### src/sv/frp_pkg.sv
`timescale 1ns / 1ps
// Shared types and constants for the framed packet receiver.
// Depends on nothing; every other file of the block refers to it by scoped names.
package frp_pkg;

  localparam int MAX_LEN_DEF = 32;

  localparam int BYTE_W    = 8;
  localparam int LEN_W     = 6;
  localparam int IDX_W     = 5;
  localparam int EV_W      = 3;
  localparam int CFG_IDX_W = 2;

  // Parser phases.
  typedef enum logic [2:0] {
    PH_HUNT,
    PH_LEN,
    PH_DATA,
    PH_SUM,
    PH_TAIL,
    PH_HELD
  } phase_t;

  // Result event codes.
  localparam logic [EV_W-1:0] EV_CONSUMED   = 3'd0;
  localparam logic [EV_W-1:0] EV_FRAME_DONE = 3'd1;
  localparam logic [EV_W-1:0] EV_BAD_LEN    = 3'd2;
  localparam logic [EV_W-1:0] EV_BAD_SUM    = 3'd3;
  localparam logic [EV_W-1:0] EV_BAD_TAIL   = 3'd4;
  localparam logic [EV_W-1:0] EV_DROPPED    = 3'd5;
  localparam logic [EV_W-1:0] EV_PAYLOAD    = 3'd6;
  localparam logic [EV_W-1:0] EV_NO_FRAME   = 3'd7;

  // Configuration register indexes.
  localparam logic [CFG_IDX_W-1:0] REG_HEAD        = 2'd0;
  localparam logic [CFG_IDX_W-1:0] REG_TAIL        = 2'd1;
  localparam logic [CFG_IDX_W-1:0] REG_MAX_PAYLOAD = 2'd2;

  localparam logic [BYTE_W-1:0] HEAD_RST        = 8'hAA;
  localparam logic [BYTE_W-1:0] TAIL_RST        = 8'h55;
  localparam logic [LEN_W-1:0]  MAX_PAYLOAD_RST = 6'd32;

  // Command from the parser to the output sequencer. A stream command plays
  // back flen payload bytes; any other command yields one result beat.
  typedef struct packed {
    logic              stream;
    logic [EV_W-1:0]   ev;
    logic [LEN_W-1:0]  flen;
  } cmd_t;

  // Payload store write request from the parser.
  typedef struct packed {
    logic              en;
    logic [LEN_W-1:0]  addr;
    logic [BYTE_W-1:0] data;
  } store_wr_t;

  // One result beat.
  typedef struct packed {
    logic [EV_W-1:0]   ev;
    logic [BYTE_W-1:0] data;
    logic [IDX_W-1:0]  idx;
    logic [LEN_W-1:0]  flen;
    logic              last;
  } res_t;

endpackage

### src/sv/frp_front.sv
`timescale 1ns / 1ps
// Front end of the framed packet receiver: configuration registers, frame parser
// and payload store writes. Uses frp_pkg; feeds frp_cmd_queue and frp_back.
module frp_front #(
  parameter int MAX_LEN = frp_pkg::MAX_LEN_DEF
) (
  input  logic                           clk,
  input  logic                           rst,
  input  logic                           push,
  output logic                           full,
  input  logic                           req_type,
  input  logic [frp_pkg::BYTE_W-1:0]     rx_byte,
  input  logic                           cfg_we,
  input  logic [frp_pkg::CFG_IDX_W-1:0]  cfg_index,
  input  logic [frp_pkg::BYTE_W-1:0]     cfg_data,
  input  logic                           q_full,
  input  logic                           stream_done,
  output logic                           cmd_push,
  output frp_pkg::cmd_t                  cmd,
  output frp_pkg::store_wr_t             wr
);

  logic [frp_pkg::BYTE_W-1:0] head_byte;
  logic [frp_pkg::BYTE_W-1:0] tail_byte;
  logic [frp_pkg::LEN_W-1:0]  max_payload;

  frp_pkg::phase_t            phase, phase_next;
  logic [frp_pkg::LEN_W-1:0]  expected_count, expected_count_next;
  logic [frp_pkg::LEN_W-1:0]  received_count, received_count_next;
  logic [frp_pkg::BYTE_W-1:0] running_sum, running_sum_next;
  logic [frp_pkg::LEN_W-1:0]  held_length, held_length_next;
  logic                       take_busy, take_busy_next;

  logic                       accept;
  logic [frp_pkg::BYTE_W-1:0] limit;
  logic                       len_ok;
  logic [frp_pkg::LEN_W-1:0]  rcv_inc;
  logic [frp_pkg::BYTE_W-1:0] sum_inc;

  // A take in flight blocks new beats so the store is not overwritten
  // while it is being played back.
  assign full     = q_full || take_busy;
  assign accept   = push && !full;
  assign cmd_push = accept;

  assign limit   = (8'(max_payload) < 8'(MAX_LEN)) ? {2'b00, max_payload} : 8'(MAX_LEN);
  assign len_ok  = (rx_byte <= limit);
  assign rcv_inc = received_count + 6'd1;
  assign sum_inc = running_sum + rx_byte;

  always_ff @(posedge clk) begin
    if (rst) begin
      head_byte   <= frp_pkg::HEAD_RST;
      tail_byte   <= frp_pkg::TAIL_RST;
      max_payload <= frp_pkg::MAX_PAYLOAD_RST;
    end else if (cfg_we) begin
      case (cfg_index)
        frp_pkg::REG_HEAD:        head_byte   <= cfg_data;
        frp_pkg::REG_TAIL:        tail_byte   <= cfg_data;
        frp_pkg::REG_MAX_PAYLOAD: max_payload <= cfg_data[frp_pkg::LEN_W-1:0];
        default: ;
      endcase
    end
  end

  // Next phase.
  always_comb begin
    phase_next = phase;
    if (accept) begin
      if (req_type) begin
        if (phase == frp_pkg::PH_HELD) phase_next = frp_pkg::PH_HUNT;
      end else begin
        case (phase)
          frp_pkg::PH_HUNT: begin
            if (rx_byte == head_byte) phase_next = frp_pkg::PH_LEN;
          end
          frp_pkg::PH_LEN: begin
            if (!len_ok) phase_next = frp_pkg::PH_HUNT;
            else if (rx_byte == 8'd0) phase_next = frp_pkg::PH_SUM;
            else phase_next = frp_pkg::PH_DATA;
          end
          frp_pkg::PH_DATA: begin
            if (rcv_inc >= expected_count) phase_next = frp_pkg::PH_SUM;
          end
          frp_pkg::PH_SUM: begin
            phase_next = (rx_byte == running_sum) ? frp_pkg::PH_TAIL : frp_pkg::PH_HUNT;
          end
          frp_pkg::PH_TAIL: begin
            phase_next = (rx_byte == tail_byte) ? frp_pkg::PH_HELD : frp_pkg::PH_HUNT;
          end
          frp_pkg::PH_HELD: ;
          default: phase_next = frp_pkg::PH_HUNT;
        endcase
      end
    end
  end

  // Commands, store writes and counter updates.
  always_comb begin
    cmd                 = '0;
    cmd.ev              = frp_pkg::EV_CONSUMED;
    wr                  = '0;
    wr.addr             = received_count;
    wr.data             = rx_byte;
    expected_count_next = expected_count;
    received_count_next = received_count;
    running_sum_next    = running_sum;
    held_length_next    = held_length;
    if (req_type) begin
      if (phase != frp_pkg::PH_HELD) begin
        cmd.ev = frp_pkg::EV_NO_FRAME;
      end else if (held_length == '0) begin
        cmd.ev = frp_pkg::EV_PAYLOAD;
      end else begin
        cmd.ev     = frp_pkg::EV_PAYLOAD;
        cmd.stream = 1'b1;
        cmd.flen   = held_length;
      end
    end else begin
      case (phase)
        frp_pkg::PH_HUNT: begin
          if (rx_byte == head_byte) received_count_next = '0;
        end
        frp_pkg::PH_LEN: begin
          if (len_ok) begin
            expected_count_next = rx_byte[frp_pkg::LEN_W-1:0];
            received_count_next = '0;
            running_sum_next    = rx_byte;
          end else begin
            cmd.ev = frp_pkg::EV_BAD_LEN;
          end
        end
        frp_pkg::PH_DATA: begin
          wr.en               = accept && ({1'b0, received_count} < 7'(MAX_LEN));
          running_sum_next    = sum_inc;
          received_count_next = rcv_inc;
        end
        frp_pkg::PH_SUM: begin
          if (rx_byte != running_sum) cmd.ev = frp_pkg::EV_BAD_SUM;
        end
        frp_pkg::PH_TAIL: begin
          if (rx_byte == tail_byte) begin
            cmd.ev           = frp_pkg::EV_FRAME_DONE;
            cmd.flen         = expected_count;
            held_length_next = expected_count;
          end else begin
            cmd.ev = frp_pkg::EV_BAD_TAIL;
          end
        end
        frp_pkg::PH_HELD: begin
          cmd.ev   = frp_pkg::EV_DROPPED;
          cmd.flen = held_length;
        end
        default: ;
      endcase
    end
  end

  always_comb begin
    take_busy_next = take_busy;
    if (stream_done) take_busy_next = 1'b0;
    if (accept && cmd.stream) take_busy_next = 1'b1;
  end

  always_ff @(posedge clk) begin
    if (rst) begin
      phase          <= frp_pkg::PH_HUNT;
      expected_count <= '0;
      received_count <= '0;
      running_sum    <= '0;
      held_length    <= '0;
      take_busy      <= 1'b0;
    end else begin
      take_busy <= take_busy_next;
      phase     <= phase_next;
      if (accept) begin
        expected_count <= expected_count_next;
        received_count <= received_count_next;
        running_sum    <= running_sum_next;
        held_length    <= held_length_next;
      end
    end
  end

endmodule

### src/sv/frp_cmd_queue.sv
`timescale 1ns / 1ps
// Two-entry command queue between the parser and the output sequencer.
// Uses frp_pkg for the command type.
module frp_cmd_queue (
  input  logic          clk,
  input  logic          rst,
  input  logic          wr_en,
  input  frp_pkg::cmd_t wr_cmd,
  output logic          q_full,
  input  logic          rd_en,
  output logic          q_valid,
  output frp_pkg::cmd_t rd_cmd
);

  frp_pkg::cmd_t entries [2];
  logic          wptr, rptr;
  logic [1:0]    count;

  assign q_full  = (count == 2'd2);
  assign q_valid = (count != 2'd0);
  assign rd_cmd  = entries[rptr];

  always_ff @(posedge clk) begin
    if (wr_en) entries[wptr] <= wr_cmd;
  end

  always_ff @(posedge clk) begin
    if (rst) begin
      wptr  <= 1'b0;
      rptr  <= 1'b0;
      count <= 2'd0;
    end else begin
      if (wr_en) wptr <= ~wptr;
      if (rd_en) rptr <= ~rptr;
      count <= count + {1'b0, wr_en} - {1'b0, rd_en};
    end
  end

endmodule

### src/sv/frp_back.sv
`timescale 1ns / 1ps
// Back end of the framed packet receiver: payload store, playback sequencer
// and result queue. Uses frp_pkg; takes commands from frp_cmd_queue.
module frp_back #(
  parameter int MAX_LEN = frp_pkg::MAX_LEN_DEF
) (
  input  logic               clk,
  input  logic               rst,
  input  logic               q_valid,
  input  frp_pkg::cmd_t      q_cmd,
  output logic               q_pop,
  input  frp_pkg::store_wr_t wr,
  output logic               stream_done,
  input  logic               pop,
  output logic               empty,
  output frp_pkg::res_t      out_res
);

  localparam int AW = (MAX_LEN > 1) ? $clog2(MAX_LEN) : 1;

  logic [frp_pkg::BYTE_W-1:0] mem [MAX_LEN];
  logic [frp_pkg::BYTE_W-1:0] rdata;

  logic                       streaming;
  logic [frp_pkg::LEN_W-1:0]  idx;
  logic [frp_pkg::LEN_W-1:0]  len;

  logic                       s1_valid;
  logic                       s1_stream;
  frp_pkg::res_t              s1;
  frp_pkg::res_t              push_res;

  frp_pkg::res_t              ofifo [4];
  logic [1:0]                 owp, orp;
  logic [2:0]                 ocount;

  logic                       can_issue;
  logic                       issue_rd;
  logic                       issue_single;
  logic                       last_beat;
  logic                       pop_out;

  // Room is reserved for the beat already in the read stage.
  assign can_issue    = (ocount + {2'b00, s1_valid}) < 3'd3;
  assign issue_rd     = streaming && can_issue;
  assign last_beat    = ((idx + 6'd1) == len);
  assign q_pop        = !streaming && q_valid && (q_cmd.stream || can_issue);
  assign issue_single = q_pop && !q_cmd.stream;
  assign stream_done  = issue_rd && last_beat;

  always_ff @(posedge clk) begin
    if (wr.en) mem[wr.addr[AW-1:0]] <= wr.data;
    if (issue_rd) rdata <= mem[idx[AW-1:0]];
  end

  always_ff @(posedge clk) begin
    if (rst) begin
      streaming <= 1'b0;
      idx       <= '0;
      len       <= '0;
      s1_valid  <= 1'b0;
    end else begin
      s1_valid <= issue_rd || issue_single;
      if (q_pop && q_cmd.stream) begin
        streaming <= 1'b1;
        idx       <= '0;
        len       <= q_cmd.flen;
      end else if (issue_rd) begin
        idx <= idx + 6'd1;
        if (last_beat) streaming <= 1'b0;
      end
    end
  end

  always_ff @(posedge clk) begin
    if (issue_rd) begin
      s1_stream <= 1'b1;
      s1.ev     <= frp_pkg::EV_PAYLOAD;
      s1.data   <= '0;
      s1.idx    <= idx[frp_pkg::IDX_W-1:0];
      s1.flen   <= len;
      s1.last   <= last_beat;
    end else if (issue_single) begin
      s1_stream <= 1'b0;
      s1.ev     <= q_cmd.ev;
      s1.data   <= '0;
      s1.idx    <= '0;
      s1.flen   <= q_cmd.flen;
      s1.last   <= 1'b1;
    end
  end

  always_comb begin
    push_res      = s1;
    push_res.data = s1_stream ? rdata : s1.data;
  end

  assign pop_out = pop && !empty;
  assign empty   = (ocount == 3'd0);
  assign out_res = ofifo[orp];

  always_ff @(posedge clk) begin
    if (s1_valid) ofifo[owp] <= push_res;
  end

  always_ff @(posedge clk) begin
    if (rst) begin
      owp    <= '0;
      orp    <= '0;
      ocount <= '0;
    end else begin
      if (s1_valid) owp <= owp + 2'd1;
      if (pop_out) orp <= orp + 2'd1;
      ocount <= ocount + {2'b00, s1_valid} - {2'b00, pop_out};
    end
  end

  // A beat leaving the read stage always finds a free result slot.
  a_room_for_beat: assert property (@(posedge clk) disable iff (rst)
    s1_valid |-> (ocount < 3'd4))
    else $error("result queue overflow");

  // The parser must never write the store during playback.
  a_no_write_in_stream: assert property (@(posedge clk) disable iff (rst)
    !(wr.en && streaming))
    else $error("payload store written during playback");

  a_stream_ends: assert property (@(posedge clk) disable iff (rst)
    stream_done |=> !streaming)
    else $error("playback did not end after its last beat");

  a_issue_lands: assert property (@(posedge clk) disable iff (rst)
    issue_rd |=> s1_valid)
    else $error("issued payload read produced no beat");

endmodule

### src/sv/framed_packet_receiver.sv
`timescale 1ns / 1ps
// Framed packet receiver: top level tying parser, command queue and playback together.
// Depends on frp_pkg, frp_front, frp_cmd_queue and frp_back.
//
// Usage. The input side is a queue: drive req_type and rx_byte with push high; the
// beat is taken at a clock edge where full is low. req_type 0 delivers a received
// byte to the frame parser (head, length, payload, checksum, tail), req_type 1 asks
// for the held frame. The result side is a queue too: while empty is low the oldest
// result beat sits on event_res, data_byte, byte_index, payload_len and last, and
// pop takes it. Every received byte yields exactly one result beat with last set; a
// take of a held frame yields one beat per payload byte, last on the final one, or one
// beat if the frame is empty. A single result beat passes the command queue, the read
// stage and the result queue; the first payload beat of a take also waits for the
// playback sequencer to start. Received bytes are taken one per cycle as long as
// results are drained. During a take, full stays high from acceptance until the last
// payload byte has been read from the payload store, so that a new frame cannot
// overwrite the store; playback meanwhile runs one beat per cycle while results drain.
// If the receiver stalls (pop low), the result queue and the command queue fill and
// full rises; nothing is lost. The configuration port writes head_byte, tail_byte or
// max_payload, as cfg_index selects, and must only be used while the block is idle.
// Synchronous reset returns the parser to hunting for a head byte, restores the
// register defaults and empties both queues; the payload store is not cleared.
module framed_packet_receiver #(
  parameter int MAX_LEN = frp_pkg::MAX_LEN_DEF
) (
  input  logic                          clk,
  input  logic                          rst,
  // Input beats.
  input  logic                          push,
  output logic                          full,
  input  logic                          req_type,
  input  logic [frp_pkg::BYTE_W-1:0]    rx_byte,
  // Result beats.
  output logic                          empty,
  input  logic                          pop,
  output logic [frp_pkg::EV_W-1:0]      event_res,
  output logic [frp_pkg::BYTE_W-1:0]    data_byte,
  output logic [frp_pkg::IDX_W-1:0]     byte_index,
  output logic [frp_pkg::LEN_W-1:0]     payload_len,
  output logic                          last,
  // Configuration writes.
  input  logic                          cfg_we,
  input  logic [frp_pkg::CFG_IDX_W-1:0] cfg_index,
  input  logic [frp_pkg::BYTE_W-1:0]    cfg_data
);

  logic               q_full;
  logic               q_valid;
  logic               q_pop;
  logic               cmd_push;
  logic               stream_done;
  frp_pkg::cmd_t      cmd;
  frp_pkg::cmd_t      q_cmd;
  frp_pkg::store_wr_t wr;
  frp_pkg::res_t      out_res;

  // Parser: classifies each input beat into a command and fills the store.
  frp_front #(
    .MAX_LEN(MAX_LEN)
  ) u_front (
    .clk        (clk),
    .rst        (rst),
    .push       (push),
    .full       (full),
    .req_type   (req_type),
    .rx_byte    (rx_byte),
    .cfg_we     (cfg_we),
    .cfg_index  (cfg_index),
    .cfg_data   (cfg_data),
    .q_full     (q_full),
    .stream_done(stream_done),
    .cmd_push   (cmd_push),
    .cmd        (cmd),
    .wr         (wr)
  );

  // Short queue that lets the parser and the playback side stall independently.
  frp_cmd_queue u_queue (
    .clk    (clk),
    .rst    (rst),
    .wr_en  (cmd_push),
    .wr_cmd (cmd),
    .q_full (q_full),
    .rd_en  (q_pop),
    .q_valid(q_valid),
    .rd_cmd (q_cmd)
  );

  // Playback: turns commands into result beats, streaming payload from the store.
  frp_back #(
    .MAX_LEN(MAX_LEN)
  ) u_back (
    .clk        (clk),
    .rst        (rst),
    .q_valid    (q_valid),
    .q_cmd      (q_cmd),
    .q_pop      (q_pop),
    .wr         (wr),
    .stream_done(stream_done),
    .pop        (pop),
    .empty      (empty),
    .out_res    (out_res)
  );

  assign event_res   = out_res.ev;
  assign data_byte   = out_res.data;
  assign byte_index  = out_res.idx;
  assign payload_len = out_res.flen;
  assign last        = out_res.last;

endmodule

### config.mk
export PLATFORM = sky130hd
export DESIGN_NAME = framed_packet_receiver
export DESIGN_NICKNAME = d
export VERILOG_FILES = /design/src/sv/frp_pkg.sv /design/src/sv/frp_front.sv /design/src/sv/frp_cmd_queue.sv /design/src/sv/frp_back.sv /design/src/sv/framed_packet_receiver.sv
export SDC_FILE = /design/constraint.sdc
export NUM_CORES = 1
export LEC_CHECK = 0
export BUFFER_PORTS_ARGS = -buffer_cell sky130_fd_sc_hd__buf_2
export CAP_MARGIN = 20
export CORE_ASPECT_RATIO = 0.6
export CORE_UTILIZATION = 55
export DETAILED_ROUTE_END_ITERATION = 10
export PLACE_DENSITY = 0.72
export SLEW_MARGIN = 20
export SYNTH_ARGS = -nofsm -noshare
export SYNTH_HDL_FRONTEND = slang
export SYNTH_SLANG_ARGS = --single-unit
### constraint.sdc
create_clock -name clk -period 6.55 [get_ports clk]
set_clock_uncertainty 0.1 [all_clocks]
set_input_delay 0.9825 -clock clk [delete_from_list [all_inputs] [get_ports clk]]
set_output_delay 0.9825 -clock clk [all_outputs]
set_load 0.05 [all_outputs]
==> After elaboration in Yosys (flattened, before gate mapping) <==
Memories as Yosys holds them, arrays and structs flattened. A register that Yosys moved wholly into a read port is not among the register bits.
Cells that the tools add are included.
{ "totals": {"memories": 3, "word_cells": 151, "inputBits": 24, "out_inout_bits": 25, "regBits": 93, "mem_bits_rw": 368} }
{ "memory_table": {"columns": ["memory", "depth", "word_bits", "rd", "rd_clocked_by_memory_dff", "write_ports", "line", "rtl"], "rows": [
  ["u_back.mem", 32, 8, 1, 1, 1, "frp_back.sv:21", "logic [frp_pkg::BYTE_W-1:0] mem [MAX_LEN];"],
  ["u_back.ofifo", 4, 23, 1, 1, 1, "frp_back.sv:33", "frp_pkg::res_t ofifo [4];"],
  ["u_queue.entries", 2, 10, 1, 1, 1, "frp_cmd_queue.sv:15", "frp_pkg::cmd_t entries [2];"]
]} }
{ "op_classes": {"n_reduce_logical": 39, "n_eq_ne": 20, "n_addsub": 9, "order_cmp": 5, "n_mux": 48, "n_bitwise": 3} }
{ "op_table": {"columns": ["operator", "count"], "rows": [
  ["$mux W6", 6],
  ["$eq A8 B8 Y1", 3],
  ["$mux W12", 2],
  ["$mux W3", 8],
  ["$mux W1", 20],
  ["$pmux W3 S6", 1],
  ["$pmux W6 S3", 1],
  ["$mux W8", 2],
  ["$pmux W8 S2", 1],
  ["$add A6 B1 Y6 const B", 2],
  ["$lt A6 B6 Y1 const B", 2],
  ["$pmux W3 S4", 1],
  ["$pmux W6 S2", 1],
  ["$reduce_and A4 Y1", 3],
  ["$reduce_bool A2 Y1", 6],
  ["$logic_and A1 B1 Y1", 10],
  ["$reduce_and A5 Y1", 2],
  ["$mux W9", 1],
  ["$add A8 B8 Y8", 1],
  ["$le A8 B8 Y1", 1],
  ["$logic_not A8 Y1", 1],
  ["$mux W2", 4],
  ["$ne A8 B8 Y1", 1],
  ["$reduce_and A2 Y1", 4],
  ["other kinds (25)", 40]
]} }

==> Longest topological paths before layout <==
{ "depth": {"ltp_word": 9, "ltp_mapped": 12, "depth_no_buf": 12} }

==> By module <==
Synthesis repeated with hierarchy kept, for this count alone.
{ "hier_totals": {"hier_cells": 1194, "hier_area_um2": 19421.1} }
{ "modules_own_cells": {"columns": ["mod", "area_per_inst_um2", "seq_area_each_um2", "n_inst", "cells_each"], "rows": [
  ["frp_back", 15244.6, 11591.1, 1, 746],
  ["frp_front", 3236.9, 1041.0, 1, 396],
  ["frp_cmd_queue", 939.7, 700.7, 1, 52]
]} }

==> Worst setup path after synthesis <==
No wires, ideal clock.
{ "synth_timing": {"path_kind": "input -> register", "from": "in push", "to": "mem u_back.mem[0][0] (netlist bit), enable pin", "cell_stages": 7, "n_path_buf": 1, "setup_time_ps": 370, "arrival_ps": 2488, "slack_ps": 3591, "required_time_ps": 6080, "path_cell_list": "inv_1 > a2111oi_2 > buf_2 > nand3_1 > nor2_1 > nand2_1 > nor2_1"} }
{ "synth_via": {"elab_chain_len": 6} }
{ "synth_rtl": {"columns": ["item", "line", "rtl"], "rows": [
  ["start, declared", "framed_packet_receiver.sv:29", "input logic push,"],
  ["$logic_and A1 B1 Y1", "frp_front.sv:43", "assign accept = push && !full;"],
  ["$logic_and A1 B1 Y1", "frp_front.sv:134", "wr.en = accept && ({1'b0, received_count} < 7'(MAX_LEN));"],
  ["$mux W1", "frp_front.sv:120", "case (phase)"],
  ["$mux W1", "frp_front.sv:109", "if (req_type) begin"],
  ["$mux W1", "frp_back.sv:52", "if (wr.en) mem[wr.addr[AW-1:0]] <= wr.data;"],
  ["$mux W1 (implied by the code)", "frp_back.sv:52", null],
  ["end, declared", "frp_back.sv:21", null]
]} }
No other way between the ends.

==> results.txt <==
----------------------------------------------------
[Status]
  Result of the run ... finished clean

[Clock tree]
  Clk sink count ... 472
  CTS hold repair buffers ... 0
  Max Root-Sink Buffers ... 3
  Register clock-pin slew on the reported worst setup and hold paths ... 0.07 ns
  Latest clock arrival within the worst-skew pair ... 0.55 ns
  Number of CTS-inserted buffers ... 42
  Maximum level of the CTS H-tree ... 2
  Clock root buffer ... sky130_fd_sc_hd__clkbuf_16
  Number of buffers inserted to repair setup after CTS ... 0
  Clock tree from TritonCTS ... yes
  Number of gates given a new drive strength after cts ... 0

[Critical path]
  CP startpoint kind ... flop
  CP required ... 6.87 ns
  Critical path endpoint category ... flop
  Slack of the worst reg-to-reg path ... 3.03 ns
  Arrival time reported for the critical path endpoint ... 3.84 ns
  Critical path fanouts, max ... 41
  Start-to-end type of the worst setup path ... flop to flop

[Detailed routing]
  Number of nets with antenna violations after routing ... 0
  # DRC ... 0
  Routed via count divided by cell count ... 6.14
  Violation count after the first detailed-route iteration ... 1,086
  First-pass detailed-route iteration total ... 5
  Total wire length after detailed routing ... 42.1 mm
  Routed vias ... 11,075
  Mean routed wirelength per cell ... 23.3 um

[Timing]
  Achievable frequency ... 0.284 GHz
  Number of hold violations in the final report ... 0
  Least-Margin Pin Slew ... 1.06 ns
  Slew HR ... 29.5%
  Setup TNS ... 0 ns
  Unrepaired setup endpoints after global routing ... false
  Final number of setup-violating endpoints ... 0
  Total count of max-transition violations in the final report ... 0
  Final clock period utilization by the worst path ... 53.7%
  Minimum clock period ... 3.52 ns

[Global route]
  Pin count of the biggest net entering global routing ... 79
  Number of antenna violations at the first check in global routing ... 0
  GRT Overall Usage ... 24.1%
  Gr ovfl total ... 0
  First-pass GRT wire length ... 64.9 mm
  Number of global-route vias before repair ... 10,644

[Layout]
  Diode count ... 0
  Register Area ... 13,300 um^2
  Most common library cell in the layout ignoring fill and taps ... sky130_fd_sc_hd__edfxtp_1
  Layout overhead on the synthesized area ... 10.5%
  Core utilization of the finished layout ... 62.7%
  Footprint of the multi-input gates ... 5710 um^2
  Total non-filler cell area in the finished layout ... 21,500 um^2
  Most used cells in the layout excluding fill and tap cells ... sky130_fd_sc_hd__edfxtp_1 (388), sky130_fd_sc_hd__nor2_1 (116), sky130_fd_sc_hd__mux2i_1 (86), sky130_fd_sc_hd__dfxtp_1 (82), sky130_fd_sc_hd__mux4_2 (63)
  Nets ... 1,371
  Fraction of layout cells with a size suffix above 1 ... 15.2%
  Final cell count without fillers ... 1,805
  Count of filler cells inserted in the layout ... 2,541

[Yosys]
  Yosys warns ... 0
  Average instance area after synthesis ... 15.4 um^2
  Most instantiated flip-flop cell in the synthesis netlist ... sky130_fd_sc_hd__edfxtp_1
  Share of the synthesized area in the top cell type ... 59.9%
  Number of enable flip-flop cells after synthesis ... 388
  Number of instances in the synthesized netlist ... 1,260
  Largest area contributor in the synthesized netlist ... sky130_fd_sc_hd__edfxtp_1
  Post-Synthesis Cell Area ... 19,400 um^2
  Dominant cells by area after synthesis ... sky130_fd_sc_hd__edfxtp_1 (60%), sky130_fd_sc_hd__dfxtp_1 (8.7%), sky130_fd_sc_hd__mux4_2 (7.3%)
  Cell variety after synth ... 64
  Net count of the mapped netlist ... 1,319
  FFs w/ async S/R, synth ... 0%
  Number of storage elements in the synthesis netlist ... 472
  Sequential element share of the synthesized area ... 68.6%

[Power]
  Net switching power of the design ... 2.26 mW
  Relative contribution of combinational cells to total power ... 20.2%
  Switching Fraction ... 29.3%
  Peak supply drop ... 0.000300 V
  Power density over cell area ... 360 nW/um^2
  Clock share of power ... 31.1%
  Sequential Power Share ... 48.7%
  Cell leakage power ... 7.05 nW
  Internal power summed over all cells ... 5.46 mW
  Total power ... 7.72 mW

[Floorplan]
  Die W ... 245 um
  Effective utilization at floorplan ... 56.8%
  Placeable core region ... 34,200 um^2
  Number of top-level design ports ... 49
  Number of standard-cell rows in the floorplan ... 52
  Area of the die ... 36,100 um^2
  Vert. Die Dim ... 148 um

[Placed design]
  # placed instances ... 1,727
  Total of buffers placed on input and output ports ... 48
  Post-detail-place hpwl ... 27.8 mm
  Placer Congestion ... 0.893
  Post-place instance area ... 20,100 um^2

[Worst hold path]
  Hold/Removal Path Class ... flop to flop

[Run]
  Max-cap violations ... 0

----------------------------------------------------
## through the flow
stage	hold slack (ns)	setup slack, ns
final	0.378	3.03
after floorplan	0.345	3.59
after global routing	0.392	2.88
after CTS	0.374	3.13
after detailed placement	0.364	2.74
after global placement	0.359	2.83
## worst paths after layout
kind | from | to | cells past startpoint
setup / recovery | u_back.idx[1]$_SDFFE_PP0P_ | u_back.rdata[1]$_DFFE_PP_ | 6
hold / removal | u_front.held_length[3]$_SDFFE_PP0P_ | u_front.held_length[3]$_SDFFE_PP0P_ | 2
setup reg to reg | u_back.idx[1]$_SDFFE_PP0P_ | u_back.rdata[1]$_DFFE_PP_ | 6
hold reg to reg | u_front.held_length[3]$_SDFFE_PP0P_ | u_front.held_length[3]$_SDFFE_PP0P_ | 2
## critical path: stages (launching register included)
cell and delay, ns:
sky130_fd_sc_hd__dfxtp_2 0.42, sky130_fd_sc_hd__buf_4 0.53, sky130_fd_sc_hd__nand2_1 0.77, sky130_fd_sc_hd__o221ai_1 0.77, sky130_fd_sc_hd__o22ai_1 0.30, sky130_fd_sc_hd__a21oi_1 0.29, sky130_fd_sc_hd__a21o_1 0.18
## logic make-up (layout without fill, tap and decap cells)
kind of cell | Yosys count | in the layout | share of synthesized area (%)
fa+ha+maj | 35 | 35 | 2.29
compound gates | 183 | 183 | 6.48
buf+inv | 94 | 180 | 2.00
mux | 150 | 150 | 11.8
flops | 472 | 472 | 68.6
simple gates | 283 | 283 | 6.91
xor+xnor | 43 | 43 | 1.94
## cells in the mapped netlist, types with 7 or more instances
master / instances
sky130_fd_sc_hd__nor2b_1: 14
sky130_fd_sc_hd__inv_1: 31
sky130_fd_sc_hd__mux2i_1: 86
sky130_fd_sc_hd__o22ai_1: 17
sky130_fd_sc_hd__edfxtp_1: 388
sky130_fd_sc_hd__nand2b_1: 15
sky130_fd_sc_hd__nand2_1: 55
sky130_fd_sc_hd__a21oi_1: 42
sky130_fd_sc_hd__a211o_1: 8
sky130_fd_sc_hd__and3_1: 7
sky130_fd_sc_hd__ha_1: 34
sky130_fd_sc_hd__o221ai_1: 24
sky130_fd_sc_hd__clkbuf_1: 38
sky130_fd_sc_hd__xnor2_1: 35
sky130_fd_sc_hd__nor2_1: 116
sky130_fd_sc_hd__a211oi_1: 18
sky130_fd_sc_hd__o21ai_0: 30
sky130_fd_sc_hd__mux4_2: 63
sky130_fd_sc_hd__xor2_1: 8
sky130_fd_sc_hd__a21o_1: 11
sky130_fd_sc_hd__nand4_1: 7
sky130_fd_sc_hd__buf_2: 17
sky130_fd_sc_hd__nand3_1: 18
sky130_fd_sc_hd__and2_1: 14
sky130_fd_sc_hd__nor3_1: 12
sky130_fd_sc_hd__dfxtp_1: 84
## power by group through the flow
stage / combinational, mW / clock (mW) / sequential [mW]
after floorplan: 1.24 / 0 / 3.70
after detailed placement: 1.56 / 0 / 3.83
final: 1.56 / 2.40 / 3.76
after global placement: 1.54 / 0 / 3.81
after global routing: 1.68 / 2.53 / 3.79
after CTS: 1.57 / 2.43 / 3.76
## state kept, by name, summed over array words and instances, names as in the netlist, 3 cells and up, named ones only
name / cells
u_back.push_res: 15
u_front.phase: 3
u_front.expected_count: 6
u_front.received_count: 6
u_back.len: 6
u_front.max_payload: 6
u_back.idx: 6
u_back.ocount: 3
u_back.rdata: 8
u_front.running_sum: 8
u_front.head_byte: 8
u_back.mem: 256
u_front.tail_byte: 8
u_queue.entries: 20
u_back.ofifo: 92
u_front.held_length: 6
## layout make-up
cell class                      count  share of cell area, %
Clock inverter                     21                  0.804
Tap cell                          459                   2.67
Timing Repair Buffer               69                   1.85
Clock buffer                       57                   5.35
Multi-Input combinational cell    694                   26.6
Inverter                           33                  0.577
Sequential cell                   472                   62.1
## metal layers
metal  global-route usage (%)  routed length (um)
met1                     38.3               19900
met2                     32.3               17100
met3                     7.39                4590
met4                     5.00                 563
met5                        0                   0
(Power assumes the default switching activity.)
